`config.mk`:
```
export PLATFORM = sky130hd
export DESIGN_NAME = nmea_gga_fix_monitor_top
export DESIGN_NICKNAME = d
export VERILOG_FILES = /design/src/ngfm_pkg.sv /design/src/ngfm_parser.sv /design/src/nmea_gga_fix_monitor_top.sv
export SDC_FILE = /design/constraint.sdc
export NUM_CORES = 1
export LEC_CHECK = 0
export ABC_AREA = 1
export BUFFER_PORTS_ARGS = -buffer_cell sky130_fd_sc_hd__buf_4
export CAP_MARGIN = 10
export CORE_UTILIZATION = 58
export CTS_CLUSTER_SIZE = 8
export DETAILED_ROUTE_END_ITERATION = 16
export PLACE_DENSITY_LB_ADDON = 0.05
export SYNTH_ARGS = -nofsm -noshare
export SYNTH_HDL_FRONTEND = slang
export SYNTH_HIERARCHICAL = 1
export SYNTH_SLANG_ARGS = --single-unit
export TNS_END_PERCENT = 20
```
`constraint.sdc`:
```
create_clock -name aclk -period 3.5 [get_ports aclk]
set_input_delay 0.175 -clock aclk [delete_from_list [all_inputs] [get_ports aclk]]
set_output_delay 0.175 -clock aclk [all_outputs]
set_load 0.005 [all_outputs]
```
`src/ngfm_pkg.sv`:
```
// shared constants, types and helpers for the gga fix monitor
package ngfm_pkg;

    // sentence framing characters
    localparam logic [7:0] CH_START = 8'h24;  // '$'
    localparam logic [7:0] CH_END   = 8'h0D;  // carriage return
    localparam logic [7:0] CH_COMMA = 8'h2C;  // ','
    localparam logic [7:0] CH_STAR  = 8'h2A;  // '*'
    localparam logic [7:0] CH_ZERO  = 8'h30;  // '0'

    // expected talker and sentence id: G N G G A
    localparam int HEADER_LEN = 5;
    localparam logic [7:0] HEADER_TEXT [HEADER_LEN] = '{8'h47, 8'h4E, 8'h47, 8'h47, 8'h41};

    localparam int FIELD_W = 3;
    localparam int CHAR_W  = 3;
    localparam logic [FIELD_W-1:0] FIELD_MAX    = 3'd7;
    localparam logic [CHAR_W-1:0]  CHAR_MAX_POS = 3'd5;

    localparam int FIX_FIELD_INDEX_DEFAULT = 6;

    // configuration registers
    localparam int CFG_ADDR_W = 2;
    localparam int CFG_DATA_W = 8;
    localparam logic [CFG_ADDR_W-1:0] REG_NOFIX_LIMIT   = 2'd0;
    localparam logic [CFG_ADDR_W-1:0] REG_FIX_LIMIT     = 2'd1;
    localparam logic [CFG_ADDR_W-1:0] REG_NOPARSE_LIMIT = 2'd2;

    localparam logic [CFG_DATA_W-1:0] NOFIX_LIMIT_RESET   = 8'd80;
    localparam logic [CFG_DATA_W-1:0] FIX_LIMIT_RESET     = 8'd200;
    localparam logic [CFG_DATA_W-1:0] NOPARSE_LIMIT_RESET = 8'd80;

    // alert codes
    localparam logic [1:0] ALERT_NONE      = 2'd0;
    localparam logic [1:0] ALERT_NOFIX     = 2'd1;
    localparam logic [1:0] ALERT_HEARTBEAT = 2'd2;
    localparam logic [1:0] ALERT_NOPARSE   = 2'd3;

    // what the parser reports for one byte
    typedef struct packed {
        logic done;
        logic accepted;
        logic have_fix;
    } parse_result_t;

    function automatic logic [7:0] inc_sat(input logic [7:0] v);
        return (v == 8'hFF) ? v : v + 8'd1;
    endfunction

endpackage

```
`src/ngfm_parser.sv`:
```
// byte-serial gga sentence parser holding the sentence state and the fix flag
module ngfm_parser #(
    parameter int FIX_FIELD_INDEX = ngfm_pkg::FIX_FIELD_INDEX_DEFAULT
) (
    input  logic                  aclk,
    input  logic                  aresetn,
    input  logic                  step,
    input  logic [7:0]            rx_byte,
    output ngfm_pkg::parse_result_t result
);

    localparam logic [ngfm_pkg::FIELD_W-1:0] FIX_FIELD = ngfm_pkg::FIELD_W'(FIX_FIELD_INDEX);

    logic                          in_sentence_reg,    in_sentence_next;
    logic [ngfm_pkg::FIELD_W-1:0]  field_number_reg,   field_number_next;
    logic [ngfm_pkg::CHAR_W-1:0]   char_in_field_reg,  char_in_field_next;
    logic                          header_match_reg,   header_match_next;
    logic                          time_present_reg,   time_present_next;
    logic                          past_star_reg,      past_star_next;
    logic                          fix_seen_reg,       fix_seen_next;
    logic                          fix_zero_reg,       fix_zero_next;
    logic                          have_fix_reg,       have_fix_next;

    logic header_open;   // still inside the first five chars of field 0
    logic header_closed; // header flag once the current field is closed
    logic done;
    logic accepted;

    assign header_open   = (field_number_reg == '0) && (char_in_field_reg < ngfm_pkg::CHAR_MAX_POS);
    assign header_closed = header_match_reg && !header_open;

    always_comb begin
        in_sentence_next   = in_sentence_reg;
        field_number_next  = field_number_reg;
        char_in_field_next = char_in_field_reg;
        header_match_next  = header_match_reg;
        time_present_next  = time_present_reg;
        past_star_next     = past_star_reg;
        fix_seen_next      = fix_seen_reg;
        fix_zero_next      = fix_zero_reg;
        have_fix_next      = have_fix_reg;
        done               = 1'b0;
        accepted           = 1'b0;

        if (rx_byte == ngfm_pkg::CH_START) begin
            in_sentence_next   = 1'b1;
            field_number_next  = '0;
            char_in_field_next = '0;
            header_match_next  = 1'b1;
            time_present_next  = 1'b0;
            past_star_next     = 1'b0;
            fix_seen_next      = 1'b0;
            fix_zero_next      = 1'b0;
        end else if (!in_sentence_reg) begin
            // outside a sentence: nothing to parse
        end else if (rx_byte == ngfm_pkg::CH_END) begin
            // cr closes the open field unless we are in the checksum
            if (!past_star_reg) begin
                header_match_next = header_closed;
            end
            done     = 1'b1;
            accepted = header_match_next && time_present_reg;
            if (accepted && fix_seen_reg) begin
                have_fix_next = !fix_zero_reg;
            end
            in_sentence_next = 1'b0;
        end else if (past_star_reg) begin
            // checksum chars are skipped
        end else if (rx_byte == ngfm_pkg::CH_COMMA || rx_byte == ngfm_pkg::CH_STAR) begin
            header_match_next = header_closed;
            if (rx_byte == ngfm_pkg::CH_STAR) begin
                past_star_next = 1'b1;
            end else if (field_number_reg >= ngfm_pkg::FIELD_MAX) begin
                char_in_field_next = ngfm_pkg::CHAR_MAX_POS;
            end else begin
                field_number_next  = field_number_reg + 1'b1;
                char_in_field_next = '0;
                if (field_number_next == FIX_FIELD) begin
                    fix_seen_next = 1'b1;
                end
            end
        end else begin
            if (header_open && (rx_byte != ngfm_pkg::HEADER_TEXT[char_in_field_reg])) begin
                header_match_next = 1'b0;
            end
            if (field_number_reg == ngfm_pkg::FIELD_W'(1)) begin
                time_present_next = 1'b1;
            end
            if ((field_number_reg == FIX_FIELD) && (char_in_field_reg == '0)
                    && (rx_byte == ngfm_pkg::CH_ZERO)) begin
                fix_zero_next = 1'b1;
            end
            if (char_in_field_reg < ngfm_pkg::CHAR_MAX_POS) begin
                char_in_field_next = char_in_field_reg + 1'b1;
            end
        end
    end

    always_ff @(posedge aclk) begin
        if (!aresetn) begin
            in_sentence_reg   <= 1'b0;
            field_number_reg  <= '0;
            char_in_field_reg <= '0;
            header_match_reg  <= 1'b1;
            time_present_reg  <= 1'b0;
            past_star_reg     <= 1'b0;
            fix_seen_reg      <= 1'b0;
            fix_zero_reg      <= 1'b0;
            have_fix_reg      <= 1'b0;
        end else if (step) begin
            in_sentence_reg   <= in_sentence_next;
            field_number_reg  <= field_number_next;
            char_in_field_reg <= char_in_field_next;
            header_match_reg  <= header_match_next;
            time_present_reg  <= time_present_next;
            past_star_reg     <= past_star_next;
            fix_seen_reg      <= fix_seen_next;
            fix_zero_reg      <= fix_zero_next;
            have_fix_reg      <= have_fix_next;
        end
    end

    assign result.done     = done;
    assign result.accepted = accepted;
    assign result.have_fix = have_fix_next;

endmodule

```
`src/nmea_gga_fix_monitor_top.sv`:
```
// top level of the gga fix monitor: handshake, alert counters and result register
// path: an accepted item passes through the input register, then the result register
// throughput: one item per cycle, sustained while the result side keeps taking items
// the input register refills as the result register drains, so stalls cost no bubbles
// reset (aresetn low, synchronous) empties both stages, clears the parser and counters
// and loads the limits with 80 / 200 / 80
module nmea_gga_fix_monitor_top #(
    parameter int FIX_FIELD_INDEX = ngfm_pkg::FIX_FIELD_INDEX_DEFAULT
) (
    input  logic                            aclk,
    input  logic                            aresetn,
    // byte input
    input  logic                            s_valid,
    output logic                            s_ready,
    input  logic [7:0]                      s_rx_byte,
    // result output
    output logic                            m_valid,
    input  logic                            m_ready,
    output logic                            m_sentence_done,
    output logic                            m_sentence_accepted,
    output logic                            m_fix_valid,
    output logic [1:0]                      m_alert,
    // limit register writes
    input  logic                            cfg_wr_en,
    input  logic [ngfm_pkg::CFG_ADDR_W-1:0] cfg_addr,
    input  logic [ngfm_pkg::CFG_DATA_W-1:0] cfg_wdata
);

    // limit registers
    logic [7:0] nofix_limit_reg;
    logic [7:0] fix_limit_reg;
    logic [7:0] noparse_limit_reg;

    // input stage
    logic       in_valid_reg;
    logic [7:0] in_byte_reg;

    // result stage
    logic       out_valid_reg;
    logic       out_done_reg;
    logic       out_accepted_reg;
    logic       out_fix_reg;
    logic [1:0] out_alert_reg;

    // counters
    logic [7:0] nofix_count_reg,   nofix_count_next;
    logic [7:0] fix_count_reg,     fix_count_next;
    logic [7:0] noparse_count_reg, noparse_count_next;
    logic [1:0] alert_next;

    logic advance;  // result register can take a new item
    logic step;     // item in the input register moves on this edge

    ngfm_pkg::parse_result_t parse;

    assign advance = !out_valid_reg || m_ready;
    assign step    = in_valid_reg && advance;
    assign s_ready = !in_valid_reg || advance;

    // limits are to be written only while the block is idle; the block itself does not enforce it
    always_ff @(posedge aclk) begin
        if (!aresetn) begin
            nofix_limit_reg   <= ngfm_pkg::NOFIX_LIMIT_RESET;
            fix_limit_reg     <= ngfm_pkg::FIX_LIMIT_RESET;
            noparse_limit_reg <= ngfm_pkg::NOPARSE_LIMIT_RESET;
        end else if (cfg_wr_en) begin
            case (cfg_addr)
                ngfm_pkg::REG_NOFIX_LIMIT:   nofix_limit_reg   <= cfg_wdata;
                ngfm_pkg::REG_FIX_LIMIT:     fix_limit_reg     <= cfg_wdata;
                ngfm_pkg::REG_NOPARSE_LIMIT: noparse_limit_reg <= cfg_wdata;
                default: ;  // unused index, write dropped
            endcase
        end
    end

    // input register
    always_ff @(posedge aclk) begin
        if (!aresetn) begin
            in_valid_reg <= 1'b0;
        end else if (s_ready) begin
            in_valid_reg <= s_valid;
        end
    end

    always_ff @(posedge aclk) begin
        if (s_valid && s_ready) begin
            in_byte_reg <= s_rx_byte;
        end
    end

    ngfm_parser #(
        .FIX_FIELD_INDEX (FIX_FIELD_INDEX)
    ) u_parser (
        .aclk    (aclk),
        .aresetn (aresetn),
        .step    (step),
        .rx_byte (in_byte_reg),
        .result  (parse)
    );

    // counter update, then alert check against the limits
    always_comb begin
        nofix_count_next   = nofix_count_reg;
        fix_count_next     = fix_count_reg;
        noparse_count_next = ngfm_pkg::inc_sat(noparse_count_reg);
        alert_next         = ngfm_pkg::ALERT_NONE;

        if (parse.done) begin
            if (parse.accepted) begin
                noparse_count_next = '0;
                if (parse.have_fix) begin
                    fix_count_next = ngfm_pkg::inc_sat(fix_count_reg);
                end else begin
                    nofix_count_next = ngfm_pkg::inc_sat(nofix_count_reg);
                end
            end else begin
                // rejected sentence restarts the no-parse run at one
                noparse_count_next = 8'd1;
            end
        end

        // every counter past its limit clears; the first one names the alert
        if (nofix_count_next > nofix_limit_reg) begin
            nofix_count_next = '0;
            alert_next       = ngfm_pkg::ALERT_NOFIX;
        end
        if (fix_count_next > fix_limit_reg) begin
            fix_count_next = '0;
            if (alert_next == ngfm_pkg::ALERT_NONE) begin
                alert_next = ngfm_pkg::ALERT_HEARTBEAT;
            end
        end
        if (noparse_count_next > noparse_limit_reg) begin
            noparse_count_next = '0;
            if (alert_next == ngfm_pkg::ALERT_NONE) begin
                alert_next = ngfm_pkg::ALERT_NOPARSE;
            end
        end
    end

    always_ff @(posedge aclk) begin
        if (!aresetn) begin
            nofix_count_reg   <= '0;
            fix_count_reg     <= '0;
            noparse_count_reg <= '0;
        end else if (step) begin
            nofix_count_reg   <= nofix_count_next;
            fix_count_reg     <= fix_count_next;
            noparse_count_reg <= noparse_count_next;
        end
    end

    // result register
    always_ff @(posedge aclk) begin
        if (!aresetn) begin
            out_valid_reg <= 1'b0;
        end else if (step) begin
            out_valid_reg <= 1'b1;
        end else if (m_ready) begin
            out_valid_reg <= 1'b0;
        end
    end

    always_ff @(posedge aclk) begin
        if (step) begin
            out_done_reg     <= parse.done;
            out_accepted_reg <= parse.accepted;
            out_fix_reg      <= parse.have_fix;
            out_alert_reg    <= alert_next;
        end
    end

    assign m_valid             = out_valid_reg;
    assign m_sentence_done     = out_done_reg;
    assign m_sentence_accepted = out_accepted_reg;
    assign m_fix_valid         = out_fix_reg;
    assign m_alert             = out_alert_reg;

endmodule

```
After elaboration in Yosys (flattened, before gate mapping). Memory sizes are Yosys's and may differ from the RTL's. Cells that the tools add are included.

Flip-flop bits (word level): 76. Bits in latches: 0. Memory bits (writable): 0. ROM bits: 64. Bits of input ports: 23. Output and inout port bits: 7. Logic and storage cells: 182. Memories kept: 1.

Memories: (name not given) (depth 8, bits a word 8, rd ports 1, clocked after memory_dff 0, wr ports 0, line ngfm_parser.sv:83) `if (header_open && (rx_byte != ngfm_pkg::HEADER_TEXT[char_in_field_reg])) begin`.

$add $sub $neg: 5. Multipliers: 0. Divide/modulo/power cells: 0. Magnitude comparators: 6. Equal/unequal tests: 21. Shifts and indexed selects: 0. Mux-type cells: 87. Bitwise operators: 1. Reduce and logical (&&, ||, !) cells: 39.

Operators by type and width (number): 8-bit 2-to-1 mux (15); 1-bit 2-to-1 mux (53); 3-bit 2-to-1 mux (15); 8-bit by 6-bit equality test with 1-bit output (second input constant) (4); 8-bit by 1-bit adder with 8-bit output (second input constant) (3); 8-bit equality test (second input constant) (3); 8-bit greater-than comparator (3); 6-bit AND reduction (3); 2-bit nonzero test (6); 1-bit logical AND (9); 8-bit by 4-bit equality test with 1-bit output (second input constant) (1); 2-bit 2-to-1 mux (4); 2-bit by 1-bit inequality test with 1-bit output (second input constant) (4); 8-bit inequality test (1); 8-bit AND reduction (1); 7-bit AND reduction (1); 3-bit by 1-bit adder with 3-bit output (second input constant) (2); 3-bit equality test (second input constant) (2); 2-bit zero test (3); 3-bit zero test (2); 2-bit AND reduction (3); 4-bit >= comparator (second input constant) (1); 1-bit zero test (4); 3-bit inverter with 4-bit output (1); other kinds (13) (15).

Depth between registers and ports, before layout.
Depth in word-level cells: 25. Gate-level depth with buffers: 25. Gate-level depth less buffers: 24.

Cells and area by module. Netlist, hierarchy kept.

Modules (own cells, without submodules): nmea_gga_fix_monitor_top (times used 1, cells each 480, area an instance 3582.2 um^2, sequential area each 1391.3 um^2); ngfm_parser (times used 1, cells each 178, area an instance 1133.6 um^2, sequential area each 260.2 um^2).

Worst setup path before layout. No wires, ideal clock.

Path type: register to register. Start point: register u_parser/field_number_reg[0] (netlist name). End point: register out_alert_reg[0], in the netlist m_alert[0] (data pin). Library setup time: 0.261 ns. Arrival: 2.546 ns. Required time: 3.239 ns. Slack: 0.693 ns. Stages on the path, launching flop included: 24. Buffers on the path: 1. Clock period less this slack: 2.807 ns. Cells stage by stage: dfxtp_1 inv_1 ha_1 nand2_1 nor2_1 nor2_1 a21o_1 nand2_1 inv_1 buf_4 nand3_1 nor2_4 nand2_2 xnor2_2 ha_1 nand2_1 inv_1 nand2_1 nand2_1 nand2_1 nand2_1 nand2_2 nand3_1 nand2_1.

Word-level cells in the longest chain between the ends: 25. Elaborated cells between the ends (all ways): 35.

Ends and longest elaborated chain: start, declared (line ngfm_parser.sv:15) `logic [ngfm_pkg::FIELD_W-1:0] field_number_reg, field_number_next;`; start signal, assigned (line ngfm_parser.sv:112) `field_number_reg <= field_number_next;`; 3-bit zero test (*) (line ngfm_parser.sv:29) `assign header_open = (field_number_reg == '0) && (char_in_field_reg < ngfm_pkg::CHAR_MAX_POS);`; 1-bit logical AND (*) (line ngfm_parser.sv:29); 1-bit zero test (*) (line ngfm_parser.sv:30) `assign header_closed = header_match_reg && !header_open;`; 1-bit logical AND (*) (line ngfm_parser.sv:30); 1-bit 2-to-1 mux (*) (line ngfm_parser.sv:58) `if (!past_star_reg) begin`; 1-bit 2-to-1 mux (*) (line ngfm_parser.sv:56) `end else if (rx_byte == ngfm_pkg::CH_END) begin`; 1-bit 2-to-1 mux (*) (line ngfm_parser.sv:54) `end else if (!in_sentence_reg) begin`; 1-bit 2-to-1 mux (*) (line ngfm_parser.sv:45) `if (rx_byte == ngfm_pkg::CH_START) begin`; (+6 left out); net u_parser.have_fix_next (line ngfm_parser.sv:22) `logic have_fix_reg, have_fix_next;`; (+4 left out); 1-bit 2-to-1 mux (line nmea_gga_fix_monitor_top.sv:123) `if (nofix_count_next > nofix_limit_reg) begin`; 2-bit zero test (line nmea_gga_fix_monitor_top.sv:129) `if (alert_next == ngfm_pkg::ALERT_NONE) begin`; 2-bit 2-to-1 mux (line nmea_gga_fix_monitor_top.sv:129); 2-bit 2-to-1 mux (*) (line nmea_gga_fix_monitor_top.sv:127) `if (fix_count_next > fix_limit_reg) begin`; 2-bit zero test (line nmea_gga_fix_monitor_top.sv:135) `if (alert_next == ngfm_pkg::ALERT_NONE) begin`; 2-bit 2-to-1 mux (line nmea_gga_fix_monitor_top.sv:135); 2-bit 2-to-1 mux (*) (line nmea_gga_fix_monitor_top.sv:133) `if (noparse_count_next > noparse_limit_reg) begin`; net alert_next[0] (line nmea_gga_fix_monitor_top.sv:49) `logic [1:0] alert_next;`; end signal, assigned (line nmea_gga_fix_monitor_top.sv:169) `out_alert_reg <= alert_next;`; end, declared (line nmea_gga_fix_monitor_top.sv:43) `logic [1:0] out_alert_reg;`.

Mark *: on every way through the listed nets, which the timed path passes. The rest lies on a longest branch. The select of a mux whose other input is x is not followed. A chain may end at the register's enable or synchronous reset.

==> impl_results.md <==
- Status: complete, no violations
- Most used DFF post-synth: dfxtp_1
- First-pass GRT wire length: about 18000 um
- DR WL/cell: between 10 and 15 um
- Sw frac: 0.259
- Top cells by area, synth: dfxtp_1, nand2_1, ha_1
- Number of port buffers: 29
- Die height: approximately 92 um
- Crit Reg-Reg Startpoint: u_parser/field_number_reg[1]$_SDFFE_PN0P_
- Synth warnings: 6
- Syn Inst Count: ~660
- Min-Delay Endpoint: fix_limit_reg[6]$_SDFFE_PN1P_
- CP startpoint kind: flip-flop
- Final hold viol count: 0
- GRT Residual Overflow: 0
- Path depth of the worst reg2reg path: 19
- H-tree depth: 3
- Share of cells above drive strength 1: 0.146
- Slew margin rel.: 0.447
- Final min period: roughly 3.2 ns
- Most common cell in the netlist: nand2_1
- Via/cell ratio: 5.43
- DR iter-0 viols: between 200 and 300
- Antenna Cells: 0
- Final nets: around 750
- CP Max Fanout: 10
- Antenna violations before repair: 0
- Max Clock Skew: ~0.014 ns
- Setup crit end kind: flip-flop
- Sequential power share: 0.529
- Via count: between 4000 and 5000
- Slew Viols, Final: 0
- CTS Buf Count: 9
- CTS clk-pin slew, worst paths: roughly 0.08 ns
- R2r setup slk: between 0.2 and 0.3 ns
- # placed instances: 776
- Initial Util: 0.604
- WL final: around 11000 um
- Leak: ~2.3 nW
- Asr flop ratio synth: 0
- Final Power: approximately 1.8 mW
- Die Footprint: roughly 0.0085 sq mm
- EDFF count, synth: 13
- Clock share of power: 0.381
- Clk Latency, worst-skew pair: 0.36 ns
- Post-route insts no fill: 800
- Final setup violation count: 0
- Detail Route Antenna Nets: 0
- Clock Tree Buf Depth: 2
- Max Freq: about 310 MHz
- Core box area: approximately 0.0078 sq mm
- All-Layer GR Usage: 0.272
- CTS sink cnt: 76
- DR DRC count: 0
- Post-synth top cells: nand2_1, inv_1, dfxtp_1
- FILL cells: slightly below 700
- Worst-margin pin slew: between 0.8 and 0.9 ns
- Register area share after synthesis: 0.350
- Setup CP Type: reg2reg
- RePlAce Congestion: 0.853
- CP required: about 3.6 ns
- DR pass1 iterations: 5
- Mean post-synth cell area: slightly above 7 sq um
- Total of max-cap violations: 0
- Pwr per Cell Area: about 330 mW/mm^2
- Crit path DAT: roughly 3.3 ns
- Hold path start: cfg_wdata[6]
- Area grow syn2layout: 12.2%
- Tcrit/Tclk final: 0.921
- Min-delay worst type: in2reg
- Num rows: 32
- Yosys top cell area share: 0.267
- Yosys reg bits: 76
- CTS tree: built
- RR Endpoint: m_alert[1]$_DFFE_PP_
- HPWL Detailed: slightly below 8000 um
- Comb pwr share: 0.090
- WHS Path Cells: 3
- Root buf cell: clkbuf_8
- Pint: 1.30 mW
- Synth cell types: 41
- Mapped Area: between 0.004 and 0.005 sq mm
- Post-Syn Nets: roughly 720
- Largest net degree at the start of global routing: 37
- # IOs: 30
- P_sw: between 0.4 and 0.5 mW
- Die X: around 92 um
- Max IR drop VDD: just under 0.3 mV
- Post-synth top area cell: dfxtp_1
- CP startpoint: u_parser/field_number_reg[1]$_SDFFE_PN0P_
- Vias in the first global route: 4084
==> cell type report <==
type                    count  area [sq um]  area share
clock inverters             4          30.0     0.00567
flip-flops and latches     76          1650       0.312
well taps                 102           128      0.0241
repair buffers             40           320      0.0605
inverters                  95           363      0.0686
multi-input cells         471          2630       0.497
clock buffers              12           166      0.0314
==> through the flow <==
stage          cell area (sq um)  utilization  setup WS (ns)  setup TNS, ns  hold slack [ns]
6_report                    5290        0.678          0.275              0           0.0603
5_1_grt                     5290        0.678       -0.00236       -0.00236           0.0634
4_1_cts                     5270        0.675          0.128              0          0.00141
3_5_place_dp                5000        0.641          0.192              0            0.355
3_3_place_gp                5000        0.641          0.277              0            0.355
2_1_floorplan               4720            -          0.693              0            0.274
==> layer usage <==
metal	global-route usage	up-vias	wire (um)
met2	0.465	102	5190
met3	0.0415	18	469
met1	0.347	2007	5000
li1	-	2215	-
met5	0	-	0
met4	0.0990	0	193
==> logic make-up after synthesis <==
family          Yosys count  share of synthesized area
flops                    76                      0.350
fa+ha+maj                36                     0.0955
simple gates            327                      0.324
buf+inv                 111                     0.0945
xor+xnor                  7                     0.0162
compound gates          101                      0.119
==> cells in the final DEF (no fill, tap or decap), types with 6 or more instances in the layout <==
master         synthesis  routed
a21oi_1               58      58
clkbuf_8               0      10
edfxtp_1              13      13
dlygate4sd3_1          0       8
dfxtp_1               63      62
ha_1                  36      36
nor2_1                54      54
nand2_1              152     151
nor2_4                 7       7
nand4_1               13      13
nor2_2                 6       6
o211ai_1               7       7
buf_4                  5      32
o21ai_0               23      23
nand3_1               62      62
inv_1                 87      86
nand2_2               16      16
==> worst max-delay path by stage <==
stage | end | cells past startpoint
2_1_floorplan | m_alert[0]$_DFFE_PP_ | 23
3_3_place_gp | m_alert[0]$_DFFE_PP_ | 20
3_5_place_dp | m_alert[1]$_DFFE_PP_ | 18
4_1_cts | m_alert[1]$_DFFE_PP_ | 18
5_1_grt | nofix_count_reg[7]$_SDFFE_PN0P_ | 20
6_report | m_alert[1]$_DFFE_PP_ | 19
==> power groups by stage <==
stage,Sequential (mW),Clock [mW],Combinational (mW)
2_1_floorplan,0.944,0,0.0947
3_3_place_gp,0.946,0,0.143
3_5_place_dp,0.948,0,0.148
4_1_cts,0.927,0.677,0.156
5_1_grt,0.930,0.714,0.177
6_report,0.927,0.668,0.158
==> critical path, stage by stage, from the launching register on <==
cell	delay [ns]
dfxtp_1	0.44
inv_1	0.12
ha_1	0.19
nand2_1	0.06
nor2_1	0.07
nor2_1	0.16
a21o_1	0.13
nand2_1	0.07
inv_2	0.14
nand3_1	0.18
nor2_4	0.18
nand2_1	0.07
nand2_1	0.07
nand3_1	0.11
ha_1	0.32
nand2_1	0.08
nor2_1	0.15
nand4_1	0.15
nand2_4	0.17
a21boi_0	0.10
==> what timing repair did <==
item / in CTS / in global routing
gates resized for setup: 0 / 5
hold endpoints to repair: 7 / 1
hold buffers: 7 / 1
buffers inserted: 0 / 0
setup endpoints to repair: 0 / 18
Power figures use the tool's default switching activity.
